[config.mk]
export PLATFORM = sky130hd
export DESIGN_NAME = ttb_back
export DESIGN_NICKNAME = d
export VERILOG_FILES = /design/src/rtl/core/ttb_pkg.sv /design/src/rtl/core/ttb_back.sv
export SDC_FILE = /design/constraint.sdc
export NUM_CORES = 2
export LEC_CHECK = 0
export BUFFER_PORTS_ARGS = -buffer_cell sky130_fd_sc_hd__buf_2
export CORE_ASPECT_RATIO = 0.5
export CORE_MARGIN = 8
export CORE_UTILIZATION = 52
export CTS_CLUSTER_DIAMETER = 30
export DETAILED_ROUTE_END_ITERATION = 7
export GPL_TIMING_DRIVEN = 1
export PLACE_DENSITY = 0.72
export SLEW_MARGIN = 10
export SYNTH_ARGS = -nofsm -noshare
export SYNTH_HDL_FRONTEND = slang
export SYNTH_SLANG_ARGS = --single-unit
[constraint.sdc]
create_clock -name clk -period 35.7 [get_ports clk]
set_input_delay 1.785 -clock clk [delete_from_list [all_inputs] [get_ports clk]]
set_output_delay 1.785 -clock clk [all_outputs]
set_load 0.05 [all_outputs]
[src/rtl/core/ttb_pkg.sv]
// Shared constants and handshake status types for the tangent/bitangent block.
package ttb_pkg;

    localparam int COORD_WIDTH_DEF = 32;
    localparam int FRAC_BITS_DEF   = 16;
    localparam int OUT_WIDTH       = 32;

    // Job layout: JOB_FIELDS edge deltas, each COORD_WIDTH+1 bits, packed low field first.
    localparam int JOB_FIELDS = 10;
    localparam int J_DP1      = 0;
    localparam int J_DP2      = 3;
    localparam int J_DU1      = 6;
    localparam int J_DV1      = 7;
    localparam int J_DU2      = 8;
    localparam int J_DV2      = 9;

    typedef struct packed {
        logic full;
        logic empty;
    } ttb_q_status_t;

    typedef struct packed {
        logic busy;
        logic done;
    } ttb_div_status_t;

endpackage

[src/rtl/core/ttb_back.sv]
// Solver back end: sequences products, determinant, divisions and result beats.
module ttb_back import ttb_pkg::*;
#(
    parameter int COORD_WIDTH = COORD_WIDTH_DEF
)
(
    input  logic                                  clk,
    input  logic                                  rst_n,
    input  ttb_q_status_t                         qstat,
    input  logic [JOB_FIELDS*(COORD_WIDTH+1)-1:0] job,
    output logic                                  pop,
    output logic                                  div_start,
    output logic [2*(COORD_WIDTH+1)-1:0]          div_num,
    output logic [2*(COORD_WIDTH+1)-1:0]          div_den,
    input  ttb_div_status_t                       dstat,
    input  logic [COORD_WIDTH-1:0]                div_q,
    input  logic                                  div_ovf,
    output logic                                  out_valid,
    input  logic                                  out_stall,
    output logic signed [OUT_WIDTH-1:0]           tangent_x,
    output logic signed [OUT_WIDTH-1:0]           tangent_y,
    output logic signed [OUT_WIDTH-1:0]           tangent_z,
    output logic signed [OUT_WIDTH-1:0]           bitangent_x,
    output logic signed [OUT_WIDTH-1:0]           bitangent_y,
    output logic signed [OUT_WIDTH-1:0]           bitangent_z,
    output logic                                  degenerate,
    output logic                                  last_of_triangle
);

    localparam int DW1  = COORD_WIDTH + 1;
    localparam int PW   = 2 * DW1;
    localparam int NW   = PW + 1;
    localparam int MAGW = PW;
    localparam logic [COORD_WIDTH-1:0] LIM_POS = {1'b0, {(COORD_WIDTH-1){1'b1}}};
    localparam logic [COORD_WIDTH-1:0] LIM_NEG = {1'b1, {(COORD_WIDTH-1){1'b0}}};
    localparam logic [1:0] LAST_BEAT = 2'd2;
    localparam logic [1:0] LAST_AXIS = 2'd2;

    typedef enum logic [2:0] {ST_IDLE, ST_MUL0, ST_MUL1, ST_COMBINE, ST_DIVIDE, ST_EMIT}
        state_t;

    state_t                        state_reg;
    logic                          det_phase_reg;
    logic                          is_b_reg;
    logic [1:0]                    axis_reg;
    logic [1:0]                    beat_reg;
    logic                          degen_reg;
    logic signed [COORD_WIDTH-1:0] vec_reg [6];
    logic signed [DW1-1:0]         jd_reg [JOB_FIELDS];
    logic signed [PW-1:0]          prod_reg;
    logic signed [PW-1:0]          acc_reg;
    logic [MAGW-1:0]               det_mag_reg;
    logic                          det_neg_reg;
    logic                          num_neg_reg;

    logic signed [DW1-1:0]         head [JOB_FIELDS];
    logic signed [DW1-1:0]         sel_dp1;
    logic signed [DW1-1:0]         sel_dp2;
    logic signed [DW1-1:0]         mul_a;
    logic signed [DW1-1:0]         mul_b;
    logic signed [PW-1:0]          mult;
    logic signed [NW-1:0]          diff;
    logic signed [NW-1:0]          diff_abs;
    logic                          diff_neg;
    logic [MAGW-1:0]               diff_mag;
    logic                          sat_neg;
    logic [COORD_WIDTH-1:0]        lim;
    logic [COORD_WIDTH-1:0]        sat_mag;
    logic [COORD_WIDTH-1:0]        sat_val;
    logic [2:0]                    comp_idx;

    always_comb
    begin
        for (int k = 0; k < JOB_FIELDS; k++)
        begin
            head[k] = job[k*DW1 +: DW1];
        end
    end

    always_comb
    begin
        unique case (axis_reg)
            2'd0:
            begin
                sel_dp1 = jd_reg[J_DP1];
                sel_dp2 = jd_reg[J_DP2];
            end
            2'd1:
            begin
                sel_dp1 = jd_reg[J_DP1+1];
                sel_dp2 = jd_reg[J_DP2+1];
            end
            2'd2:
            begin
                sel_dp1 = jd_reg[J_DP1+2];
                sel_dp2 = jd_reg[J_DP2+2];
            end
            default:
            begin
                sel_dp1 = '0;
                sel_dp2 = '0;
            end
        endcase
    end

    // Second product of each pair is subtracted from the first.
    always_comb
    begin
        priority if (det_phase_reg)
        begin
            mul_a = (state_reg == ST_MUL0) ? jd_reg[J_DU1] : jd_reg[J_DV1];
            mul_b = (state_reg == ST_MUL0) ? jd_reg[J_DV2] : jd_reg[J_DU2];
        end
        else if (!is_b_reg)
        begin
            mul_a = (state_reg == ST_MUL0) ? sel_dp1 : sel_dp2;
            mul_b = (state_reg == ST_MUL0) ? jd_reg[J_DV2] : jd_reg[J_DV1];
        end
        else
        begin
            mul_a = (state_reg == ST_MUL0) ? sel_dp2 : sel_dp1;
            mul_b = (state_reg == ST_MUL0) ? jd_reg[J_DU1] : jd_reg[J_DU2];
        end
    end

    assign mult     = $signed(PW'(mul_a)) * $signed(PW'(mul_b));
    assign diff     = NW'(acc_reg) - NW'(prod_reg);
    assign diff_neg = diff[NW-1];
    assign diff_abs = diff_neg ? -diff : diff;
    assign diff_mag = diff_abs[MAGW-1:0];

    assign sat_neg  = (num_neg_reg ^ det_neg_reg) && (div_ovf || (div_q != '0));
    assign lim      = sat_neg ? LIM_NEG : LIM_POS;
    assign sat_mag  = (div_ovf || (div_q > lim)) ? lim : div_q;
    assign sat_val  = sat_neg ? (COORD_WIDTH'(0) - sat_mag) : sat_mag;
    assign comp_idx = {1'b0, axis_reg} + (is_b_reg ? 3'd3 : 3'd0);

    assign pop       = (state_reg == ST_IDLE) && !qstat.empty;
    assign div_start = (state_reg == ST_COMBINE) && !det_phase_reg;
    assign div_num   = diff_mag;
    assign div_den   = det_mag_reg;

    assign out_valid        = (state_reg == ST_EMIT);
    assign last_of_triangle = (beat_reg == LAST_BEAT);
    assign degenerate       = degen_reg;
    assign tangent_x        = OUT_WIDTH'(vec_reg[0]);
    assign tangent_y        = OUT_WIDTH'(vec_reg[1]);
    assign tangent_z        = OUT_WIDTH'(vec_reg[2]);
    assign bitangent_x      = OUT_WIDTH'(vec_reg[3]);
    assign bitangent_y      = OUT_WIDTH'(vec_reg[4]);
    assign bitangent_z      = OUT_WIDTH'(vec_reg[5]);

    always_ff @(posedge clk or negedge rst_n)
    begin
        if (!rst_n)
        begin
            state_reg     <= ST_IDLE;
            det_phase_reg <= 1'b0;
            is_b_reg      <= 1'b0;
            axis_reg      <= 2'd0;
            beat_reg      <= 2'd0;
            degen_reg     <= 1'b0;
            for (int k = 0; k < 6; k++)
            begin
                vec_reg[k] <= '0;
            end
        end
        else
        begin
            unique case (state_reg)
                ST_IDLE:
                begin
                    if (!qstat.empty)
                    begin
                        det_phase_reg <= 1'b1;
                        state_reg     <= ST_MUL0;
                    end
                end
                ST_MUL0:
                begin
                    state_reg <= ST_MUL1;
                end
                ST_MUL1:
                begin
                    state_reg <= ST_COMBINE;
                end
                ST_COMBINE:
                begin
                    if (det_phase_reg)
                    begin
                        beat_reg <= 2'd0;
                        if (diff_mag == '0)
                        begin
                            degen_reg <= 1'b1;
                            for (int k = 0; k < 6; k++)
                            begin
                                vec_reg[k] <= '0;
                            end
                            state_reg <= ST_EMIT;
                        end
                        else
                        begin
                            degen_reg     <= 1'b0;
                            det_phase_reg <= 1'b0;
                            is_b_reg      <= 1'b0;
                            axis_reg      <= 2'd0;
                            state_reg     <= ST_MUL0;
                        end
                    end
                    else
                    begin
                        state_reg <= ST_DIVIDE;
                    end
                end
                ST_DIVIDE:
                begin
                    if (dstat.done)
                    begin
                        for (int k = 0; k < 6; k++)
                        begin
                            if (comp_idx == 3'(k))
                            begin
                                vec_reg[k] <= sat_val;
                            end
                        end
                        priority if (is_b_reg && (axis_reg == LAST_AXIS))
                        begin
                            beat_reg  <= 2'd0;
                            state_reg <= ST_EMIT;
                        end
                        else if (axis_reg == LAST_AXIS)
                        begin
                            axis_reg  <= 2'd0;
                            is_b_reg  <= 1'b1;
                            state_reg <= ST_MUL0;
                        end
                        else
                        begin
                            axis_reg  <= axis_reg + 2'd1;
                            state_reg <= ST_MUL0;
                        end
                    end
                end
                ST_EMIT:
                begin
                    if (!out_stall)
                    begin
                        if (beat_reg == LAST_BEAT)
                        begin
                            state_reg <= ST_IDLE;
                        end
                        else
                        begin
                            beat_reg <= beat_reg + 2'd1;
                        end
                    end
                end
                default:
                begin
                    state_reg <= ST_IDLE;
                end
            endcase
        end
    end

    always_ff @(posedge clk)
    begin
        if (pop)
        begin
            jd_reg <= head;
        end
        if (state_reg == ST_MUL0)
        begin
            prod_reg <= mult;
        end
        if (state_reg == ST_MUL1)
        begin
            acc_reg  <= prod_reg;
            prod_reg <= mult;
        end
        if (state_reg == ST_COMBINE)
        begin
            if (det_phase_reg)
            begin
                det_mag_reg <= diff_mag;
                det_neg_reg <= diff_neg;
            end
            else
            begin
                num_neg_reg <= diff_neg;
            end
        end
    end

    a_start_idle: assert property (@(posedge clk) disable iff (!rst_n)
        div_start |-> !dstat.busy)
        else $error("divider started while busy");

    a_pop_nonempty: assert property (@(posedge clk) disable iff (!rst_n)
        pop |=> (state_reg == ST_MUL0) && det_phase_reg)
        else $error("job pop did not start determinant");

    a_degen_zero: assert property (@(posedge clk) disable iff (!rst_n)
        (out_valid && degenerate) |-> (tangent_x == '0) && (tangent_y == '0)
            && (tangent_z == '0) && (bitangent_x == '0) && (bitangent_y == '0)
            && (bitangent_z == '0))
        else $error("degenerate beat with nonzero vector");

    a_done_in_divide: assert property (@(posedge clk) disable iff (!rst_n)
        dstat.done |-> (state_reg == ST_DIVIDE))
        else $error("quotient finished outside divide state");

endmodule

==> impl_metrics.yaml <==
sta:
  hold_ws_ps: 446.9
  period_needed_ps: 14640
  tightest_slew_ps: 1372
  setup-violations-final: 0
  fmax_mhz: 68.31
  skew_ps: 60.07
  final.setup.tns_ps: 0
  drv_slew: 0
  slew_headroom_pct: 8.526
  hold_viol_final: 0
  period_share_pct: 41.01
  rsz0062_at_grt: "no"
placement:
  place_hpwl_mm: 185.5
  place_congestion: 0.9481
  io_buffers: 696
floorplanning:
  initial_core_util_pct: 52.28
  die-height_um: 286.4
  dieArea_um2: 159500
  io_pins: 699
  rows: 99
  die_x_um: 556.8
  core_um2: 145400
final_layout:
  final_util_pct: 58.47
  drive_above_1_share_pct: 13.79
  largest_register_ff_count: 330
  syn_to_final_growth_pct: 11.84
  fillers: 12340
  multi_input_area_um2: 49000
  layout.nets: 10060
  regArea_um2: 20980
setup_path:
  cp-start-kind: "register"
  slowest_delay_ps: 1080
  path_common_cell: "fa_1"
  critPathCaptureType: "register"
  rr_worst_depth: 38
  regToRegSetupSlack_ps: 21060
  cp.required_ps: 36110
  path_max_fanout: 42
  path_class: "reg2reg"
  arrival_ps: 15050
  slowest_stage: "o22a_1"
run_status:
  status: "finished clean"
drt:
  drt_wl_total_mm: 239.8
  drc: 0
  ant_nets: 0
  wire_per_inst_um: 23.26
  drt_iter0_drc: 6479
  vias: 60030
  first_pass_iters: 6
  drt-vias-per-instance: 5.824
logic_synthesis:
  yosysSeqAreaShare_pct: 27.58
  synth_cells: 7687
  ys_warn_count: 0
  synth_cell_type_count: 102
  postSynthNetCount: 9523
  async_flop_share_pct: 27.60
  synth_area_um2: 76030
  syn_area_per_cell_um2: 9.891
  ys_ff_latch: 732
  synth_ff_type: "edfxtp_1"
  synth-edff-count: 530
global_routing:
  grt_overflow_total: 0
  grt_max_degree: 174
  use_met1_pct: 40.36
  grt_busiest_layer: "met2"
  grt_pass1_vias: 59780
  grt_util_met2_pct: 44.90
  grt_pass1_wl_mm: 360.5
  track_usage_pct: 29.47
  grt.met3_usage_pct: 7.138
  antenna_found_initial: 44
clock_network:
  clk_latency_ps: 710
  holdBufCountCts: 0
  h-tree-depth: 3
  cts_setup_buffers: 0
  cts_buffers: 92
  cts_sinks: 732
  post_cts_resize_count: 0
  cts.clk_slew.worst_paths_ps: 60
  cts_root_buf: "clkbuf_16"
  clockBufferDepth: 3
  cts_tree: "yes"
worst_hold_path:
  hold_class: "reg2reg"
  min_path_cells: 0
job:
  max_cap_viol_count: 0
==> layout make-up <==
type,count,area share [%]
Tap cell,1969,2.897
Clock buffer,105,2.838
Timing Repair Buffer,839,5.384
Multi-Input combinational cell,5324,57.62
Inverter,1236,5.459
Antenna cell,34,0.1001
Clock inverter,69,1.030
Sequential cell,732,24.67
==> layer usage <==
metal / wire, um / vias to the layer above
li1: - / 26160
met5: 64 / -
met1: 95300 / 29870
met2: 106700 / 3314
met3: 25580 / 676
met4: 12180 / 10
==> metrics by stage <==
step / setup WS, ps / cells / area (um2)
after floorplan: 13820 / 7687 / 76040
after global placement: 21520 / 10100 / 81660
after detailed placement: 21430 / 10100 / 81660
after CTS: 21370 / 10270 / 84950
after global routing: 20480 / 10300 / 85010
final: 21060 / 10310 / 85030
==> kinds of logic (layout without fill, tap and decap cells) <==
kind of cell / after synthesis / count (layout) / share of synthesized area [%]
flops: 732 / 732 / 27.58
mux: 237 / 237 / 3.675
buf+inv: 1631 / 2249 / 8.304
other cells: 0 / 34 / 0
simple gates: 2212 / 2212 / 12.59
compound gates: 1229 / 1229 / 10.33
fa+ha+maj: 1466 / 1466 / 35.45
xor+xnor: 180 / 180 / 2.073
==> cell usage after synthesis, types with 44 or more instances <==
library cell / instances / area [um2]
a21o_1: 130 / 975.9
a21oi_1: 284 / 1421
a22oi_1: 63 / 473.0
a31oi_1: 44 / 275.3
and2_1: 85 / 531.8
clkbuf_1: 337 / 1265
dfrtp_1: 202 / 5055
edfxtp_1: 530 / 15920
fa_1: 1147 / 22960
ha_1: 319 / 3991
inv_1: 1231 / 4621
mux2i_1: 200 / 2002
nand2_1: 1025 / 3847
nand3_1: 70 / 350.3
nor2_1: 684 / 2567
nor3_1: 71 / 355.3
o21ai_0: 197 / 986.0
o21ai_1: 144 / 720.7
o22ai_1: 62 / 387.9
xnor2_1: 122 / 1069
xor2_1: 58 / 508.0
==> final timing paths <==
check,from,endpoint
worst min register to register,prod_reg[25],acc_reg[25]
worst min-delay path,prod_reg[25],acc_reg[25]
max in group asynchronous,rst_n,axis_reg[1]
worst max register to register,state_reg[0],prod_reg[63]
worst max-delay path,state_reg[0],prod_reg[63]
min in group asynchronous,rst_n,bitangent_y[18]
==> critical path: cells and delay by family (launching register included) <==
kind / cells / cell delay, ps
compound gates: 11 / 4610
xor+xnor: 2 / 780
fa+ha+maj: 9 / 4370
buf+inv: 8 / 2090
flops: 1 / 560
mux: 1 / 710
simple gates: 7 / 1090
==> cell usage in the layout, fill, tap and decap left out, types with 85 or more instances in the layout <==
cell type  count
xnor2_1      121
a21oi_1      276
edfxtp_1     530
buf_4        142
nor2_1       684
dfrtp_1      198
a21o_1       130
clkbuf_16     94
o21ai_0      197
ha_1         319
buf_2        695
fa_1        1147
mux2i_1      200
o21ai_1      135
inv_1       1228
and2_1        85
nand2_1     1023
Power is left out: the tool's default activity adds up to more than one toggle a clock period on the data nets, which glitch-free logic cannot reach.
