**config.mk**
```make
export PLATFORM = sky130hd
export DESIGN_NAME = ttb_queue
export DESIGN_NICKNAME = d
export VERILOG_FILES = /design/src/rtl/core/ttb_pkg.sv /design/src/rtl/core/ttb_queue.sv
export SDC_FILE = /design/constraint.sdc
export NUM_CORES = 1
export LEC_CHECK = 0
export ABC_AREA = 0
export BUFFER_PORTS_ARGS = -buffer_cell sky130_fd_sc_hd__buf_4
export CAP_MARGIN = 0
export CORE_MARGIN = 8
export CORE_UTILIZATION = 50
export CTS_CLUSTER_DIAMETER = 150
export CTS_CLUSTER_SIZE = 30
export DETAILED_ROUTE_END_ITERATION = 7
export PLACE_DENSITY = 0.77
export SYNTH_ARGS = -nofsm -noshare
export SYNTH_HDL_FRONTEND = slang
export SYNTH_SLANG_ARGS = --single-unit
```
**constraint.sdc**
```tcl
create_clock -name clk -period 2.8 [get_ports clk]
set_input_delay 0.56 -clock clk [delete_from_list [all_inputs] [get_ports clk]]
set_output_delay 0.56 -clock clk [all_outputs]
set_load 0.05 [all_outputs]
```
**src/rtl/core/ttb_pkg.sv**
```systemverilog
// Shared constants and handshake status types for the tangent/bitangent block.
package ttb_pkg;

    localparam int COORD_WIDTH_DEF = 32;
    localparam int FRAC_BITS_DEF   = 16;
    localparam int OUT_WIDTH       = 32;

    // Job layout: JOB_FIELDS edge deltas, each COORD_WIDTH+1 bits, packed low field first.
    localparam int JOB_FIELDS = 10;
    localparam int J_DP1      = 0;
    localparam int J_DP2      = 3;
    localparam int J_DU1      = 6;
    localparam int J_DV1      = 7;
    localparam int J_DU2      = 8;
    localparam int J_DV2      = 9;

    typedef struct packed {
        logic full;
        logic empty;
    } ttb_q_status_t;

    typedef struct packed {
        logic busy;
        logic done;
    } ttb_div_status_t;

endpackage

```
**src/rtl/core/ttb_queue.sv**
```systemverilog
// Two-entry job queue between the vertex front end and the solver back end.
module ttb_queue import ttb_pkg::*;
#(
    parameter int W = 8
)
(
    input  logic          clk,
    input  logic          rst_n,
    input  logic          push,
    input  logic [W-1:0]  wdata,
    input  logic          pop,
    output logic [W-1:0]  rdata,
    output ttb_q_status_t stat
);

    logic [W-1:0] ent_reg [2];
    logic         wptr_reg;
    logic         rptr_reg;
    logic [1:0]   cnt_reg;

    assign rdata      = ent_reg[rptr_reg];
    assign stat.full  = cnt_reg[1];
    assign stat.empty = (cnt_reg == 2'd0);

    always_ff @(posedge clk or negedge rst_n)
    begin
        if (!rst_n)
        begin
            wptr_reg <= 1'b0;
            rptr_reg <= 1'b0;
            cnt_reg  <= 2'd0;
        end
        else
        begin
            if (push)
            begin
                wptr_reg <= ~wptr_reg;
            end
            if (pop)
            begin
                rptr_reg <= ~rptr_reg;
            end
            unique case ({push, pop})
                2'b10:   cnt_reg <= cnt_reg + 2'd1;
                2'b01:   cnt_reg <= cnt_reg - 2'd1;
                default: cnt_reg <= cnt_reg;
            endcase
        end
    end

    always_ff @(posedge clk)
    begin
        if (push)
        begin
            ent_reg[wptr_reg] <= wdata;
        end
    end

endmodule

```
==> results.sh, run 1 <==
export IMPL_synth_seq_cells=20
export IMPL_ctsResizeCount=0
export IMPL_outcome="completed"
export IMPL_slew_viol_final=0
export IMPL_switching_share_pct=38.77
export IMPL_antenna_found_initial=0
export IMPL_tritoncts="yes"
export IMPL_final_hold_viol_count=0
export IMPL_htree_levels=1
export IMPL_seq_area_frac_synth_pct=76.32
export IMPL_rows=14
export IMPL_port_buffers=21
export IMPL_grt_pass1_vias=401
export IMPL_place_congestion=0.6971
export IMPL_period_needed_ns=2.027
export IMPL_fin_crit_sh_pct=72.39
export IMPL_area_growth_syn_to_layout_pct=28.62
export IMPL_yosys_warnings=0
export IMPL_cellLeakagePower_nw=0.3963
export IMPL_final_nets=78
export IMPL_vdd_drop_max_uv=727.7
export IMPL_drive_gt1_share_pct=51.56
export IMPL_grt_pass1_wl_mm=1.952
export IMPL_worstSetupStartpoint="rptr_reg$_DFFE_PN0P_"
export IMPL_post_cts_setup_buffers=0
export IMPL_powerDensity_nw_per_um2=1197
export IMPL_fillCellCount=109
export IMPL_cp_data_arrival_time_ns=1.47
export IMPL_drc=0
export IMPL_clockRootBuffer="clkbuf_4"
export IMPL_io_pins=22
export IMPL_final_cell_count_no_fill=80
export IMPL_cp_end_kind="output pin"
export IMPL_endpoint="rdata[2]"
export IMPL_initial_utilization_pct=51.70
export IMPL_pre_cts_ws_ns=1.119
export IMPL_pwr_share_comb_pct=41.1
export IMPL_avgSynthCellArea_um2=18.55
export IMPL_slew_headroom_pct=53.77
export IMPL_worst_slew_pin_slew_ns=0.6909
export IMPL_skew_ns=0.01171
export IMPL_dp_cells=76
export IMPL_syn_inst=41
export IMPL_reg2reg_to="ent_reg[0][1]$_DFFE_PP_"
export IMPL_fin_setup_tns_ns=0
export IMPL_vias_per_cell=4.888
export IMPL_clk_pin_slew_worst_paths_ns=0.11
export IMPL_cts_buffer_depth=2
export IMPL_die_y_um=55.01
export IMPL_dr_first_iter_drc_count=3
export IMPL_power_frac_seq_pct=39.4
export IMPL_ant_nets=0
export IMPL_critPathMaxStageDelay_ns=0.59
export IMPL_die_area_um2=3026
export IMPL_clock_power_share_pct=19.5
export IMPL_max_cap_violations=0
export IMPL_reg2reg_depth=1
export IMPL_path_cells="mux2_2 > buf_4"
export IMPL_worstPathRequired_ns=2.24
export IMPL_setup_viol=0
export IMPL_slowest_stage="dfrtp_1"
export IMPL_max_freq_mhz=493.4
export IMPL_ys_types=11
export IMPL_switching_power_mw=0.4540
export IMPL_dp_hpwl_um=910.1
export IMPL_track_usage_pct=9.440
export IMPL_numCtsBuffers=3
export IMPL_worstSetupPathType="register to output pin"
export IMPL_syn_nets=54
export IMPL_cts_num_sinks=20
export IMPL_antenna_cells=0
export IMPL_netlist_area_um2=760.7
export IMPL_hold_ws_ns=0.02452
export IMPL_num_vias=391
export IMPL_r2r_start="wptr_reg$_DFFE_PN0P_"
export IMPL_largest_reg_flops=16
export IMPL_fp_dieW_um=55.01
export IMPL_worst_slack_ns=0.7731
export IMPL_overflow=0
export IMPL_path_max_fanout=9
export IMPL_core_area_um2=1471
export IMPL_grt_max_degree=13
export IMPL_hold_class="input pin to asynchronous set/reset pin"
export IMPL_postCtsHoldBufs=0
export IMPL_clkLatencyLatePin_ns=0.30
export IMPL_p_int_mw=0.7171
export IMPL_rrSetupSlack_ns=1.47
export IMPL_wl_per_cell_um=15.63
export IMPL_start_kind="register"
export IMPL_postRouteWirelength_mm=1.250
export IMPL_firstDrtPassIters=4
export IMPL_rsz0062_at_grt="no"
==> metal layers <==
metal  routed length (um)  track usage (%)  share of wire (%)
met1                  458            10.42                 37
met3                  113            2.941                9.0
met5                    0                0                  0
met2                  657            15.47                 53
met4                   21            6.000                1.7
==> final cells by class <==
class | count | area (um^2) | area share (%)
timing repair buffer | 21 | 157.7 | 16.11
multi-input combinational | 18 | 163.9 | 16.75
sequential | 20 | 580.6 | 59.34
clock inverter | 1 | 30.03 | 3.069
tap | 16 | 20.02 | 2.046
inverter | 1 | 3.754 | 0.3836
clock buffer | 3 | 22.52 | 2.302
==> placed cells by master, fill, tap and decap left out <==
cell	Yosys	final
buf_4	1	21
edfxtp_1	16	16
mux2_2	8	8
dfrtp_1	4	4
nor2_1	3	3
xor2_1	3	3
clkbuf_4	0	3
xnor2_1	2	2
and2_1	1	1
inv_1	1	1
ha_1	1	1
bufinv_16	0	1
==> cells by family after synthesis <==
| group | share of synthesized area (%) |
|---|---|
| xor gates and xnor gates | 5.758 |
| buffers and inverters | 2.137 |
| adders and majority gates | 1.644 |
| DFF | 76.32 |
| and+or+nand+nor | 2.303 |
| muxes | 11.84 |
==> worst min path at each step <==
stage,endpoint,start,depth (start not counted)
final,cnt_reg[1]$_DFFE_PN0P_,rst_n,1
after global routing,cnt_reg[1]$_DFFE_PN0P_,rst_n,1
after CTS,cnt_reg[1]$_DFFE_PN0P_,rst_n,1
after detailed placement,cnt_reg[0]$_DFFE_PN0P_,rst_n,1
after global placement,cnt_reg[1]$_DFFE_PN0P_,rst_n,1
after floorplan,cnt_reg[0]$_DFFE_PN0P_,rst_n,0
==> cells in the mapped netlist <==
master / n / area, um^2
edfxtp_1: 16 / 480.5
mux2_2: 8 / 90.09
dfrtp_1: 4 / 100.1
nor2_1: 3 / 11.26
xor2_1: 3 / 26.28
xnor2_1: 2 / 17.52
and2_1: 1 / 6.260
buf_2: 1 / 5.000
buf_4: 1 / 7.510
ha_1: 1 / 12.51
inv_1: 1 / 3.750
==> metrics by stage <==
| stage | power, mW | utilization [%] | instance area (um^2) |
|---|---|---|---|
| after floorplan | 0.8221 | - | 760.7 |
| after global placement | 0.9426 | 62.93 | 925.9 |
| after detailed placement | 0.9506 | 62.93 | 925.9 |
| after CTS | 1.181 | 66.50 | 978.4 |
| after global routing | 1.216 | 66.50 | 978.4 |
| final | 1.171 | 66.50 | 978.4 |
==> critical path, delay by kind of cell, from the launching register on <==
family / cells / cell delay (ns)
buffers and inverters: 1 / 0.19
flip-flops: 1 / 0.59
multiplexers: 1 / 0.39
==> power by group through the flow <==
| stage | Combinational (mW) | Sequential, mW | Clock (mW) |
|---|---|---|---|
| global route | 0.504 | 0.471 | 0.241 |
| finish | 0.481 | 0.462 | 0.229 |
| floorplan | 0.388 | 0.434 | 0 |
| global placement | 0.479 | 0.463 | 0 |
| detailed placement | 0.482 | 0.468 | 0 |
| CTS | 0.486 | 0.463 | 0.232 |
Note: power is estimated with default switching activity, not from simulation.
==> run 2, diff against run 1 <==
ABC_AREA = 1   (was 0)
CORE_UTILIZATION = 49   (was 50)
PLACE_DENSITY = 0.75   (was 0.77)
clock period = 1.93 ns   (was 2.8 ns; I/O delays follow)
==> run 2 against run 1 <==
Total power increased by 41%. Cell area increased by 3.3%. Largest cell class unchanged. Critical endpoint is now rdata[4]. Largest power group unchanged. Worst setup slack got worse by 0.53 ns. Critical path depth unchanged. Sequential power increased by 48%.
==> results.sh, run 2 <==
export IMPL_slew_viol_final=0
export IMPL_track_usage_pct=8.124
export IMPL_p_int_mw=0.8951
export IMPL_worst_slack_ns=0.2441
export IMPL_netlist_area_um2=829.5
export IMPL_worstPathRequired_ns=1.54
export IMPL_seq_area_frac_synth_pct=69.98
export IMPL_yosysMostFrequentCell="edfxtp_1"
export IMPL_tritoncts="yes"
export IMPL_dp_hpwl_mm=1.075
export IMPL_synth_top_area_share_pct=57.92
export IMPL_antenna_cells=0
export IMPL_firstDrtPassIters=4
export IMPL_synth_edff_count=16
export IMPL_grt_pass1_vias=495
export IMPL_slew_headroom_pct=77.51
export IMPL_num_vias=515
export IMPL_switching_share_pct=45.83
export IMPL_hold_class="input pin to register"
export IMPL_antenna_found_initial=0
export IMPL_design_area_um2=1011
export IMPL_setup_viol=0
export IMPL_largest_reg_flops=16
export IMPL_ys_flop_type="edfxtp_1"
export IMPL_clock_power_share_pct=10.9
export IMPL_final_cell_count_no_fill=106
export IMPL_max_cap_violations=0
export IMPL_numCtsBuffers=3
export IMPL_area_growth_syn_to_layout_pct=21.87
export IMPL_initial_utilization_pct=50.23
export IMPL_synth_seq_cells=20
export IMPL_start_kind="register"
export IMPL_die_area_um2=3266
export IMPL_overflow=0
export IMPL_synth_area_leader_cell="edfxtp_1"
export IMPL_fp_dieW_um=57.15
export IMPL_fin_crit_sh_pct=87.35
export IMPL_total_power_mw=1.652
export IMPL_max_freq_mhz=593.1
export IMPL_clockRootBuffer="clkbuf_4"
export IMPL_rsz0062_at_grt="no"
export IMPL_place_congestion=0.6229
export IMPL_pwr_share_comb_pct=47.6
export IMPL_cts_buffer_depth=2
export IMPL_fin_setup_tns_ns=0
export IMPL_cp_data_arrival_time_ns=1.30
export IMPL_cellLeakagePower_nw=0.4666
export IMPL_placed_area_um2=977.2
export IMPL_worst_slew_pin_slew_ns=0.3370
export IMPL_final_common_cell="buf_4"
export IMPL_rows=15
export IMPL_clk_pin_slew_worst_paths_ns=0.10
export IMPL_drc=0
export IMPL_grt_pass1_wl_mm=2.139
export IMPL_avgSynthCellArea_um2=12.57
export IMPL_vias_per_cell=4.858
export IMPL_yosys_top_cells_area="edfxtp_1 58%, dfrtp_1 12%, inv_1 6.3%"
export IMPL_clkLatencyLatePin_ns=0.28
export IMPL_vdd_drop_max_uv=791.0
export IMPL_post_cts_setup_buffers=0
export IMPL_dr_first_iter_drc_count=4
export IMPL_drive_gt1_share_pct=32.58
export IMPL_cp_end_kind="output pin"
export IMPL_synth_commonest_cells="16 x edfxtp_1, 14 x inv_1, 13 x nand2_1, 5 x o21ai_0, 4 x dfrtp_1"
export IMPL_yosys_warnings=0
export IMPL_grt_max_degree=18
export IMPL_layout_common_cells="22 x buf_4, 16 x edfxtp_1, 14 x inv_1"
export IMPL_port_buffers=21
export IMPL_final_hold_viol_count=0
export IMPL_dp_cells=102
export IMPL_io_pins=22
export IMPL_ant_nets=0
export IMPL_synthArstFlopShare_pct=20.00
export IMPL_die_y_um=57.15
export IMPL_power_frac_seq_pct=41.5
export IMPL_skew_ns=0.002386
export IMPL_switching_power_mw=0.7573
export IMPL_core_area_um2=1652
export IMPL_htree_levels=1
export IMPL_outcome="completed"
export IMPL_syn_nets=79
export IMPL_final_nets=104
export IMPL_period_needed_ns=1.686
export IMPL_ys_types=15
export IMPL_postRouteWirelength_mm=1.348
export IMPL_cts_num_sinks=20
export IMPL_powerDensity_nw_per_um2=1634
export IMPL_wl_per_cell_um=12.72
export IMPL_path_max_fanout=17
export IMPL_pre_cts_ws_ns=0.4139
export IMPL_worstSetupPathType="register to output pin"
export IMPL_syn_inst=66
-- run 2: cell types whose count changed after synthesis, sizes merged, moves of 8 or more --
cell,delta
mux2,-8
nand2,+13
o21ai,+8
inv,+13
-- run 2: layout make-up --
| cell class | count | area, um^2 |
|---|---|---|
| tap | 17 | 21.27 |
| fill | 144 | 640.6 |
| sequential | 20 | 581.8 |
| inverter | 14 | 52.55 |
| timing repair buffer | 23 | 175.2 |
| clock buffer | 3 | 22.52 |
| multi-input combinational | 29 | 157.7 |
-- run 2: worst max-delay path: stages (launching register included) --
cell and delay [ns]:
dfrtp_2 0.53, o21ai_0 0.24, buf_4 0.24
-- run 2: final timing paths --
path	depth (start not counted)	slack (ns)	end	start
setup / recovery	2	0.24	rdata[4]	rptr_reg$_DFFE_PN0P_
hold / removal	2	0.27	rptr_reg$_DFFE_PN0P_	pop
setup reg to reg	2	0.73	ent_reg[0][6]$_DFFE_PP_	wptr_reg$_DFFE_PN0P_
hold reg to reg	1	0.50	wptr_reg$_DFFE_PN0P_	wptr_reg$_DFFE_PN0P_
max in group asynchronous	2	1.40	rptr_reg$_DFFE_PN0P_	rst_n
min in group asynchronous	2	0.42	wptr_reg$_DFFE_PN0P_	rst_n
-- run 2: through the flow --
| step | utilization [%] | hold slack [ns] |
|---|---|---|
| floorplan | - | 0.09041 |
| global route | 61.21 | 0.2633 |
| CTS | 61.14 | 0.2747 |
| global placement | 59.17 | 0.1856 |
| finish | 61.21 | 0.2739 |
| detailed placement | 59.17 | 0.1879 |
-- run 2: logic make-up (layout without fill, tap and decap cells) --
| kind of cell | count (synthesis) | count (layout) | share of synthesized area, % |
|---|---|---|---|
| AO/OA/AOI/OAI | 8 | 8 | 6.184 |
| buffers and inverters | 17 | 40 | 11.01 |
| flip-flops | 20 | 20 | 69.99 |
| adder cells (fa/ha/maj) | 1 | 1 | 1.508 |
| AND/OR/NAND/NOR | 17 | 17 | 8.145 |
| XOR/XNOR | 3 | 3 | 3.168 |
-- run 2: timing repair --
item | CTS | global route
setup endpoints to repair | 0 | 1
gates resized for setup | 0 | 1
endpoints found under the hold margin | 4 | 0
hold buffers | 1 | 0
-- run 2: layer usage --
layer  wire (um)  GRT usage [%]
met4          14          4.027
met2         721          14.11
met1         551          8.919
met3          60          1.996
met5           0              0
-- run 2: power by group through the flow --
stage | clock network (mW) | registers, mW | logic [mW]
2_1_floorplan | 0 | 0.635 | 0.683
3_3_place_gp | 0 | 0.688 | 0.782
3_5_place_dp | 0 | 0.696 | 0.795
4_1_cts | 0.188 | 0.686 | 0.798
5_1_grt | 0.202 | 0.703 | 0.832
6_report | 0.181 | 0.686 | 0.786
