===== config.mk =====
export PLATFORM = sky130hd
export DESIGN_NAME = ttb_front
export DESIGN_NICKNAME = d
export VERILOG_FILES = /design/src/rtl/core/ttb_pkg.sv /design/src/rtl/core/ttb_front.sv
export SDC_FILE = /design/constraint.sdc
export NUM_CORES = 1
export LEC_CHECK = 0
export BUFFER_PORTS_ARGS = -buffer_cell sky130_fd_sc_hd__buf_2
export CAP_MARGIN = 0
export CORE_ASPECT_RATIO = 1.75
export CORE_MARGIN = 1.5
export CORE_UTILIZATION = 59
export CTS_BUF_LIST = sky130_fd_sc_hd__clkbuf_8
export DETAILED_ROUTE_END_ITERATION = 12
export PLACE_DENSITY = 0.84
export REMOVE_ABC_BUFFERS = 1
export SLEW_MARGIN = 30
export SYNTH_ARGS = -nofsm -noshare
export SYNTH_HDL_FRONTEND = slang
export SYNTH_SLANG_ARGS = --single-unit

===== constraint.sdc =====
create_clock -name clk -period 15.9 [get_ports clk]
set_clock_uncertainty 0.15 [all_clocks]
set_input_delay 0 -clock clk [delete_from_list [all_inputs] [get_ports clk]]
set_output_delay 0 -clock clk [all_outputs]
set_load 0.03 [all_outputs]

===== src/rtl/core/ttb_pkg.sv =====
// Shared constants and handshake status types for the tangent/bitangent block.
package ttb_pkg;

    localparam int COORD_WIDTH_DEF = 32;
    localparam int FRAC_BITS_DEF   = 16;
    localparam int OUT_WIDTH       = 32;

    // Job layout: JOB_FIELDS edge deltas, each COORD_WIDTH+1 bits, packed low field first.
    localparam int JOB_FIELDS = 10;
    localparam int J_DP1      = 0;
    localparam int J_DP2      = 3;
    localparam int J_DU1      = 6;
    localparam int J_DV1      = 7;
    localparam int J_DU2      = 8;
    localparam int J_DV2      = 9;

    typedef struct packed {
        logic full;
        logic empty;
    } ttb_q_status_t;

    typedef struct packed {
        logic busy;
        logic done;
    } ttb_div_status_t;

endpackage


===== src/rtl/core/ttb_front.sv =====
// Vertex front end: holds the first two vertices and queues edge deltas on the third.
module ttb_front import ttb_pkg::*;
#(
    parameter int COORD_WIDTH = COORD_WIDTH_DEF
)
(
    input  logic                 clk,
    input  logic                 rst_n,
    input  logic                 in_valid,
    output logic                 in_stall,
    input  logic [OUT_WIDTH-1:0] pos_x,
    input  logic [OUT_WIDTH-1:0] pos_y,
    input  logic [OUT_WIDTH-1:0] pos_z,
    input  logic [OUT_WIDTH-1:0] tex_u,
    input  logic [OUT_WIDTH-1:0] tex_v,
    input  ttb_q_status_t        qstat,
    output logic                 push,
    output logic [JOB_FIELDS*(COORD_WIDTH+1)-1:0] job
);

    localparam int DW1 = COORD_WIDTH + 1;

    typedef enum logic [1:0] {PH_V0, PH_V1, PH_V2} phase_t;

    phase_t                        phase_reg;
    logic signed [COORD_WIDTH-1:0] p0_reg [3];
    logic signed [COORD_WIDTH-1:0] p1_reg [3];
    logic signed [COORD_WIDTH-1:0] uv0_reg [2];
    logic signed [COORD_WIDTH-1:0] uv1_reg [2];
    logic signed [COORD_WIDTH-1:0] cur_p [3];
    logic signed [COORD_WIDTH-1:0] cur_uv [2];
    logic signed [DW1-1:0]         d [JOB_FIELDS];
    logic                          accept;

    assign cur_p[0]  = pos_x[COORD_WIDTH-1:0];
    assign cur_p[1]  = pos_y[COORD_WIDTH-1:0];
    assign cur_p[2]  = pos_z[COORD_WIDTH-1:0];
    assign cur_uv[0] = tex_u[COORD_WIDTH-1:0];
    assign cur_uv[1] = tex_v[COORD_WIDTH-1:0];

    // Only the closing vertex needs queue room.
    assign in_stall = (phase_reg == PH_V2) && qstat.full;
    assign accept   = in_valid && !in_stall;
    assign push     = accept && (phase_reg == PH_V2);

    always_comb
    begin
        for (int i = 0; i < 3; i++)
        begin
            d[J_DP1+i] = DW1'(p1_reg[i]) - DW1'(p0_reg[i]);
            d[J_DP2+i] = DW1'(cur_p[i]) - DW1'(p0_reg[i]);
        end
        d[J_DU1] = DW1'(uv1_reg[0]) - DW1'(uv0_reg[0]);
        d[J_DV1] = DW1'(uv1_reg[1]) - DW1'(uv0_reg[1]);
        d[J_DU2] = DW1'(cur_uv[0]) - DW1'(uv0_reg[0]);
        d[J_DV2] = DW1'(cur_uv[1]) - DW1'(uv0_reg[1]);
        for (int k = 0; k < JOB_FIELDS; k++)
        begin
            job[k*DW1 +: DW1] = d[k];
        end
    end

    always_ff @(posedge clk or negedge rst_n)
    begin
        if (!rst_n)
        begin
            phase_reg <= PH_V0;
        end
        else if (accept)
        begin
            unique case (phase_reg)
                PH_V0:   phase_reg <= PH_V1;
                PH_V1:   phase_reg <= PH_V2;
                default: phase_reg <= PH_V0;
            endcase
        end
    end

    always_ff @(posedge clk)
    begin
        if (accept && (phase_reg == PH_V0))
        begin
            p0_reg  <= cur_p;
            uv0_reg <= cur_uv;
        end
        if (accept && (phase_reg == PH_V1))
        begin
            p1_reg  <= cur_p;
            uv1_reg <= cur_uv;
        end
    end

endmodule


==> impl_metrics.env, run 1 <==
export IMPL_outcome="finished, final reports clean"
export IMPL_hp_class="input port to flop"
export IMPL_slew_headroom_pct=37.34
export IMPL_clock_path_buffers=3
export IMPL_coreArea_mm2=0.04429
export IMPL_busiest_layer="met2"
export IMPL_synth_commonest_cells="edfxtp_1, ha_1, a21oi_1"
export IMPL_worst_slack_ps=11460
export IMPL_post_route_period_util_pct=27.90
export IMPL_avgViaCountPerCell=6.148
export IMPL_max_clock_freq_mhz=225.4
export IMPL_grt_pass1_wl_um=133700
export IMPL_worst_pin_slew_ps=939.9
export IMPL_ys_ff_latch=322
export IMPL_period_needed_ps=4436
export IMPL_cp_end_kind="output pin"
export IMPL_r2r_end="p1_reg[69]"
export IMPL_power_leakage_nw=15.21
export IMPL_async_reset_ff_share_pct=0.6211
export IMPL_io_buffer_count=495
export IMPL_r2r_cells=3
export IMPL_ir_drop_mv=0.1399
export IMPL_place_ws_ps=12190
export IMPL_drt_antenna_violating_nets=0
export IMPL_track_usage_pct=36.72
export IMPL_reg2reg_from="phase_reg[0]"
export IMPL_numCtsBuffers=48
export IMPL_yosysTopAreaCell="edfxtp_1"
export IMPL_use_met2_pct=65.83
export IMPL_root_buffer="clkbuf_8"
export IMPL_place_hpwl_um=61620
export IMPL_wire_per_inst_um=21.00
export IMPL_htree_levels=2
export IMPL_seq_area_mm2=0.009659
export IMPL_hold_viol=0
export IMPL_holdPathEnd="uv0_reg[57]"
export IMPL_grt_max_degree=71
export IMPL_gr_usage_met1_pct=36.35
export IMPL_met3_usage_pct=9.296
export IMPL_path_max_fanout=5
export IMPL_arrival_ps=4290
export IMPL_finalSetupViolations=0
export IMPL_syn_area_mm2=0.02644
export IMPL_fill_cells=2911
export IMPL_startpoint_type="flop"
export IMPL_crit_type="flop to output pin"
export IMPL_synth_ff_type="edfxtp_1"
export IMPL_synthTopCellsByArea="edfxtp_1, ha_1, xnor2_1"
export IMPL_dr_pass1_iters=5
export IMPL_power_density_mw_per_mm2=174.1
export IMPL_finalWeightedCongestion=0.9666
export IMPL_grt_overflow=0
export IMPL_drtIter0Drc=1759
export IMPL_synth_edf_count=320
export IMPL_worstHoldStart="tex_u[25]"
export IMPL_syn_area_per_cell_um2=9.482
export IMPL_final_core_util_pct=74.55
export IMPL_syn_inst=2788
export IMPL_required_ps=15750
export IMPL_final_layout_size_suffix_gt1_share_pct=16.51
export IMPL_clk_pin_slew_ps=70
export IMPL_regToRegSetupSlack_ps=13170
export IMPL_io_pins=497
export IMPL_routed_wl_um=87530
export IMPL_synth_top_area_share_pct=36.35
export IMPL_setup_tns_ps=0
export IMPL_cts_tree="done"
export IMPL_area_growth_pct=24.88
export IMPL_final_nets=4041
export IMPL_fp_row_count=102
export IMPL_vias=25619
export IMPL_clkSinkCount=322
export IMPL_synth_warnings=0
export IMPL_slew_viol_final=0
export IMPL_dieArea_mm2=0.04614
export IMPL_initial_core_util_pct=59.70
export IMPL_multi_input_area_mm2=0.01562
export IMPL_clock_latency_ps=600
export IMPL_antenna_found_initial=12
export IMPL_die_x_um=163.0
export IMPL_max_cap_viol_count=0
export IMPL_rsz0062_at_grt="no"
export IMPL_drc=0
export IMPL_ys_seq_area_share_pct=36.54
export IMPL_die_height_um=283.0
export IMPL_grt_pass1_vias=25750
export IMPL_synth_cell_types=81
export IMPL_min_path_cells=2
[through the flow]
step                hold WS [ps]  cells  area [um^2]  power (W)
floorplan                 -445.6   2746        26280   0.003870
global placement          -364.7   3819        29530   0.004767
detailed placement        -359.6   3819        29530   0.004847
CTS                       0.2946   4152        32970   0.005611
global route              0.1675   4163        33000   0.006012
finish                     3.140   4167        33010   0.005746
[how the worst max path moves through the flow]
stage	from	endpoint
2_1_floorplan	phase_reg[0]	p0_reg[0]
3_3_place_gp	uv0_reg[32]	job[230]
3_5_place_dp	uv0_reg[32]	job[230]
4_1_cts	uv0_reg[32]	job[230]
5_1_grt	p0_reg[32]	job[160]
6_report	p0_reg[32]	job[160]
[cells in the final DEF, fill, tap and decap left out, types with 59 or more instances in the layout]
cell and count:
nand2_1 166, xor2_1 69, a21o_1 159, buf_2 495, xnor2_1 190, o21ai_0 104
edfxtp_1 320, nor2_1 189, inv_1 281, dlygate4sd3_1 249, nand3_1 59, a21oi_1 271
ha_1 320
[final cells by class]
| class | count | area share, % |
|---|---|---|
| multi-input cells | 2154 | 47.31 |
| clock buffers | 49 | 2.043 |
| well taps | 572 | 2.168 |
| inverters | 270 | 3.070 |
| flip-flops and latches | 322 | 29.26 |
| diodes | 15 | 0.1137 |
| clock inverters | 35 | 0.8262 |
| repair buffers | 750 | 15.21 |
[layer usage]
layer / vias to the layer above / part of all wire [%]
met5: - / 0.015
met4: 2 / 7.7
met3: 445 / 8.6
met2: 1381 / 50
met1: 11944 / 34
li1: 11847 / -
[worst max-delay path: stages (launching register included)]
cell and delay [ps]:
edfxtp_1 420, ha_1 250, fa_1 430, nor2b_1 170
o21ai_0 130, a21oi_1 260, o211ai_1 200, o21ai_1 400
a21oi_1 260, o31ai_1 560, nor2_1 150, xnor2_1 210
buf_2 240
[cell families after synthesis]
| logic type | synth area share (%) |
|---|---|
| AND/OR/NAND/NOR | 12.64 |
| multiplexers | 0.1183 |
| XOR/XNOR | 8.581 |
| adder cells (fa/ha/maj) | 15.90 |
| flip-flops | 36.54 |
| AO/OA/AOI/OAI | 21.79 |
| buffers and inverters | 4.435 |
[where the power goes]
part | internal, W | switching, W
Sequential | 0.00113 | 0.0000514
Combinational | 0.00121 | 0.00265
Clock | 0.000367 | 0.000341
Total | 0.00271 | 0.00304
[what timing repair did]
item / 4_1_cts / 5_1_grt
buffers inserted: 0 / 0
hold buffers: 249 / 0
gates resized for setup: 0 / 0
hold endpoints to repair: 396 / 0
Note: power is estimated with default switching activity, not from simulation.
==> inputs of run 2 (changes only) <==
==> constraint.sdc (replaced) <==
create_clock -name clk -period 4.5 [get_ports clk]
set_clock_uncertainty 0.15 [all_clocks]
set_input_delay 0 -clock clk [delete_from_list [all_inputs] [get_ports clk]]
set_output_delay 0 -clock clk [all_outputs]
set_load 0.03 [all_outputs]
==> run 2 against run 1 <==
Against the previous run:
- die area did not move
- sequential share of layout area decreased by 0.40 points
- non-clock buffer count up 39
- via count rose by 2.1%
- cell area is 1.4% higher
- power rose to 3.5 times the previous value
- clock-buffer cell count is 1 higher
- utilization rose by 1.0 points
- wire length up 2.1%
- register-to-register slack got worse by 11000 ps
- sequential power grew to 3.5 times the previous value
- critical endpoint is now job[27]
==> impl_metrics.env, run 2 (synthesis results as in run 1) <==
export IMPL_power_frac_comb_pct=67.2
export IMPL_worst_pin_slew_ps=698.3
export IMPL_rsz0062_at_grt="no"
export IMPL_avgViaCountPerCell=6.216
export IMPL_outcome="finished, final reports clean"
export IMPL_io_buffer_count=495
export IMPL_fill_cells=2899
export IMPL_clock_latency_ps=630
export IMPL_final_nets=4082
export IMPL_die_height_um=283.0
export IMPL_setup_tns_ps=0
export IMPL_r2r_end="p1_reg[82]"
export IMPL_cts_setup_buffers=0
export IMPL_clk_pin_slew_ps=70
export IMPL_placed_area_mm2=0.02959
export IMPL_min_path_cells=2
export IMPL_max_clock_freq_mhz=229.2
export IMPL_p_int_w=0.009552
export IMPL_antenna_found_initial=12
export IMPL_fp_row_count=102
export IMPL_worstHoldStart="pos_z[21]"
export IMPL_cp_cell_sequence="inv_1 -> ha_1 -> nor2b_1 -> o31a_1 -> o31a_1 -> a221oi_4 -> a31oi_2 -> a221o_1 -> a21oi_1 -> o21bai_1 -> xor2_1 -> buf_2"
export IMPL_dr_pass1_iters=6
export IMPL_slew_headroom_pct=53.44
export IMPL_finalSetupViolations=0
export IMPL_clkSinkCount=322
export IMPL_grt_max_degree=95
export IMPL_period_needed_ps=4363
export IMPL_root_buffer="clkbuf_8"
export IMPL_numCtsBuffers=50
export IMPL_die_x_um=163.0
export IMPL_final_common_cell="buf_2"
export IMPL_drc=0
export IMPL_r2r_cells=3
export IMPL_grt_overflow=0
export IMPL_regToRegSetupSlack_ps=2420
export IMPL_final_core_util_pct=75.59
export IMPL_htree_levels=2
export IMPL_place_hpwl_um=61950
export IMPL_crit_type="flop to output pin"
export IMPL_reg2reg_from="phase_reg[0]"
export IMPL_cts_tree="done"
export IMPL_holdPathEnd="p0_reg[21]"
export IMPL_grt_pass1_vias=27018
export IMPL_clock_path_buffers=3
export IMPL_finalWeightedCongestion=0.9581
export IMPL_path_max_fanout=4
export IMPL_slew_viol_final=0
export IMPL_post_route_period_util_pct=96.95
export IMPL_design_area_mm2=0.03348
export IMPL_required_ps=4350
export IMPL_hold_viol=0
export IMPL_dieArea_mm2=0.04614
export IMPL_initial_core_util_pct=59.70
export IMPL_coreArea_mm2=0.04429
export IMPL_vias=26157
export IMPL_area_growth_pct=26.63
export IMPL_io_pins=497
export IMPL_hp_class="input port to flop"
export IMPL_startpoint_type="flop"
export IMPL_drt_antenna_violating_nets=0
export IMPL_cpMaxStageDelayCell="edfxtp_1"
export IMPL_max_cap_viol_count=0
export IMPL_switchingPower_w=0.01084
export IMPL_seqPwrFrac_pct=20.5
export IMPL_netSwitchingFraction_pct=53.16
export IMPL_place_ws_ps=752.9
export IMPL_ir_drop_mv=0.4834
export IMPL_cp_end_kind="output pin"
export IMPL_final_cell_mix="buf_2, ha_1, edfxtp_1, dlygate4sd3_1, inv_1"
export IMPL_hold_ws_ps=28.71
export IMPL_crit_path_max_incr_delay_ps=440
export IMPL_cpMostUsedCell="o31a_1"
export IMPL_clkPwrFrac_pct=12.2
export IMPL_drtIter0Drc=1900
export IMPL_final_layout_size_suffix_gt1_share_pct=16.59
export IMPL_wire_per_inst_um=21.25
export IMPL_grt_pass1_wl_um=139000
export IMPL_arrival_ps=4210
export IMPL_track_usage_pct=37.93
export IMPL_worst_slack_ps=137.5
export IMPL_routed_wl_um=89400
export IMPL_power_density_mw_per_mm2=609.2
export IMPL_power_leakage_nw=15.39
-- run 2: power by group through the flow --
stage	clock (W)	sequential [W]	combinational (W)
floorplan	0	0.00426	0.00813
global placement	0	0.00420	0.0127
detailed placement	0	0.00423	0.0129
CTS	0.00248	0.00416	0.0132
global route	0.00261	0.00422	0.0145
finish	0.00250	0.00418	0.0137
-- run 2: what timing repair did --
action	in CTS	in global routing
gates resized for setup	0	3
endpoints found under the hold margin	372	0
hold buffers	287	0
setup endpoints to repair	0	3
-- run 2: critical path, delay by kind of cell (launching register included) --
family	cells	cell delay [ps]
and+or+nand+nor	1	150
AOI/OAI and AO/OA	7	2110
adders and majority gates	1	300
buffers and inverters	2	360
xor gates and xnor gates	1	260
DFF	1	440
-- run 2: layout make-up --
class                      instances  area, um^2  share of cell area, %
timing repair buffer             789        5480                  16.37
clock inverter                    38       250.2                 0.7475
sequential                       322        9659                  28.85
clock buffer                      50       688.2                  2.056
multi-input combinational       2154       15640                  46.71
tap                              572       715.7                  2.138
antenna                           13       32.53                0.09718
inverter                         270        1013                  3.027
-- run 2: worst max path at each step --
stage / start / end / slack [ps]
2_1_floorplan: phase_reg[0] / p0_reg[0] / -7870
3_3_place_gp: uv0_reg[32] / job[230] / 930
3_5_place_dp: uv0_reg[32] / job[230] / 750
4_1_cts: uv0_reg[32] / job[230] / 70
5_1_grt: p0_reg[32] / job[164] / 6
6_report: p0_reg[65] / job[27] / 140
-- run 2: metrics by stage --
stage          cells  total power [W]
3_5_place_dp    3819          0.01717
4_1_cts         4194          0.01987
5_1_grt         4206          0.02135
6_report        4208          0.02039
3_3_place_gp    3818          0.01688
2_1_floorplan   2746          0.01238
-- run 2: layer usage --
metal / wire, um / vias up / share of wire (%) / GRT usage, %
met5: 14 / - / 0.016 / 0
li1: - / 11931 / - / -
met1: 29380 / 12237 / 33 / 36.53
met2: 44730 / 1459 / 50 / 66.91
met3: 7557 / 528 / 8.5 / 10.77
met4: 7716 / 2 / 8.6 / 29.40
==> inputs of run 3 (changes only) <==
--- a/config.mk
+++ b/config.mk
@@ -9,10 +9,9 @@
 export CAP_MARGIN = 0
 export CORE_ASPECT_RATIO = 1.75
 export CORE_MARGIN = 1.5
-export CORE_UTILIZATION = 59
-export CTS_BUF_LIST = sky130_fd_sc_hd__clkbuf_8
+export CORE_UTILIZATION = 42
+export CTS_BUF_LIST = sky130_fd_sc_hd__clkbuf_2
 export DETAILED_ROUTE_END_ITERATION = 12
-export PLACE_DENSITY = 0.84
 export REMOVE_ABC_BUFFERS = 1
 export SLEW_MARGIN = 30
 export SYNTH_ARGS = -nofsm -noshare
==> run 3 against run 2 <==
Against the previous run:
- first-iteration DRC count shrank 46%
- combinational power grew 4%
- final cell count grew 12%
- cell area grew 9.2%
==> impl_metrics.env, run 3 (synthesis results as in run 1) <==
export IMPL_clkSinkCount=322
export IMPL_dr_pass1_iters=6
export IMPL_startpoint_type="flop"
export IMPL_grt_pass1_vias=26612
export IMPL_max_clock_freq_mhz=224.8
export IMPL_dieArea_mm2=0.06452
export IMPL_htree_levels=3
export IMPL_required_ps=4350
export IMPL_cts_tree="done"
export IMPL_root_buffer="clkbuf_2"
export IMPL_rsz0062_at_grt="yes"
export IMPL_instances_no_fill=4725
export IMPL_area_growth_pct=38.24
export IMPL_final_nets=4352
export IMPL_placed_area_mm2=0.02988
export IMPL_outcome="finished, final reports clean"
export IMPL_final_cell_mix="dlygate4sd3_1, buf_2, edfxtp_1, ha_1, inv_1"
export IMPL_grt_overflow=0
export IMPL_power_leakage_nw=16.57
export IMPL_hold_viol=0
export IMPL_clock_latency_ps=1110
export IMPL_crit_path_max_incr_delay_ps=530
export IMPL_post_route_period_util_pct=98.86
export IMPL_grt_pass1_wl_um=135400
export IMPL_antenna_found_initial=5
export IMPL_max_cap_viol_count=0
export IMPL_finalSetupViolations=0
export IMPL_worst_pin_slew_ps=714.8
export IMPL_critPathBufInv=1
export IMPL_initial_core_util_pct=42.49
export IMPL_io_buffer_count=495
export IMPL_slew_viol_final=0
export IMPL_avgViaCountPerCell=5.448
export IMPL_numCtsBuffers=82
export IMPL_crit_family="compound AO/OA/AOI/OAI gates"
export IMPL_track_usage_pct=26.68
export IMPL_crit_type="flop to output pin"
export IMPL_fp_row_count=121
export IMPL_hp_class="input port to output pin"
export IMPL_arrival_ps=4300
export IMPL_path_max_fanout=3
export IMPL_placed_cells=4049
export IMPL_io_pins=497
export IMPL_cp_end_kind="output pin"
export IMPL_vias=25740
export IMPL_grt_max_degree=70
export IMPL_drtIter0Drc=1030
export IMPL_wire_per_inst_um=18.84
export IMPL_routed_wl_um=89020
export IMPL_ir_drop_mv=0.5661
export IMPL_power_density_mw_per_mm2=559.2
export IMPL_period_needed_ps=4449
export IMPL_coreArea_mm2=0.06222
export IMPL_final_common_cell="dlygate4sd3_1"
export IMPL_hold_ws_ps=147.0
export IMPL_clock_path_buffers=3
export IMPL_place_hpwl_um=64540
export IMPL_finalWeightedCongestion=0.9023
export IMPL_drt_antenna_violating_nets=0
export IMPL_cpMaxStageDelayCell="or4_4"
export IMPL_clk_pin_slew_ps=110
export IMPL_cp_cell_sequence="ha_4 -> fa_2 -> nor2b_1 -> o21ai_1 -> a21oi_2 -> o41a_1 -> or4_4 -> nand3_2 -> nand3b_1 -> a31o_2 -> a211oi_4 -> buf_6"
export IMPL_slew_headroom_pct=52.23
export IMPL_design_area_mm2=0.03655
export IMPL_die_x_um=192.7
export IMPL_die_height_um=334.9
export IMPL_drc=0
export IMPL_final_layout_size_suffix_gt1_share_pct=20.73
[run 3: cell count changes in the layout (fill, tap and decap cells not counted), moves of 19 or more]
cell           previous run  this run
a21oi_1                 271       248
a21oi_2                   1        20
buf_2                   495       472
buf_4                     2        65
clkbuf_2                  0       116
clkbuf_8                 50         0
dlygate4sd3_1           287       478
[run 3: through the flow]
stage / worst slack (ps) / TNS, ps / power (W) / util [%]
2_1_floorplan: -7870 / -1826640 / 0.01238 / -
3_3_place_gp: 896.2 / 0 / 0.01719 / 48.03
3_5_place_dp: 823.5 / 0 / 0.01732 / 48.03
4_1_cts: -127.7 / -295.6 / 0.02008 / 57.73
5_1_grt: -145.2 / -686.0 / 0.02171 / 58.73
6_report: 51.33 / 0 / 0.02044 / 58.73
[run 3: layer usage]
metal | up-vias | global-route usage (%) | part of all wire, %
met5 | - | 0 | 0.030
met4 | 4 | 15.55 | 5.3
met3 | 261 | 5.976 | 6.7
met2 | 882 | 48.58 | 51
met1 | 12116 | 27.49 | 37
li1 | 12477 | - | -
[run 3: power by group]
| part | total [W] | switching, W | internal (W) |
|---|---|---|---|
| clock | 0.00205 | 0.00134 | 0.000703 |
| sequential | 0.00415 | 0.000159 | 0.00399 |
| combinational | 0.0142 | 0.00946 | 0.00478 |
[run 3: layout make-up]
cell class / instances / area, um^2
sequential: 322 / 9659
inverter: 270 / 1013
antenna: 4 / 10.01
clock buffer: 116 / 580.6
fill: 5448 / 25680
tap: 799 / 999.7
clock inverter: 33 / 133.9
timing repair buffer: 1027 / 7794
multi-input combinational: 2154 / 16360
[run 3: worst reg2reg max path: cells and delay by family, from the launching register on]
kind / cells / cell delay, ps
AOI/OAI and AO/OA: 1 / 150
buffers and inverters: 2 / 970
DFF: 1 / 480
and+or+nand+nor: 2 / 690
[run 3: worst paths after layout]
kind,startpoint,end,slack [ps],cells past startpoint
worst max-delay path,uv0_reg[0],job[327],50,12
worst min-delay path,qstat[1],push,150,3
worst max register to register,phase_reg[0],phase_reg[1],1980,5
worst min register to register,phase_reg[0],phase_reg[0],510,1
max in group asynchronous,rst_n,phase_reg[1],3410,5
min in group asynchronous,rst_n,phase_reg[0],650,5
[run 3: timing repair]
| action | CTS | global route |
|---|---|---|
| setup buffers | 21 | 24 |
| setup endpoints to repair | 58 | 61 |
| hold endpoints to repair | 644 | 0 |
| gates resized for setup | 85 | 87 |
| gates cloned | 0 | 0 |
| pin swaps | 39 | 54 |
| hold buffers | 478 | 0 |
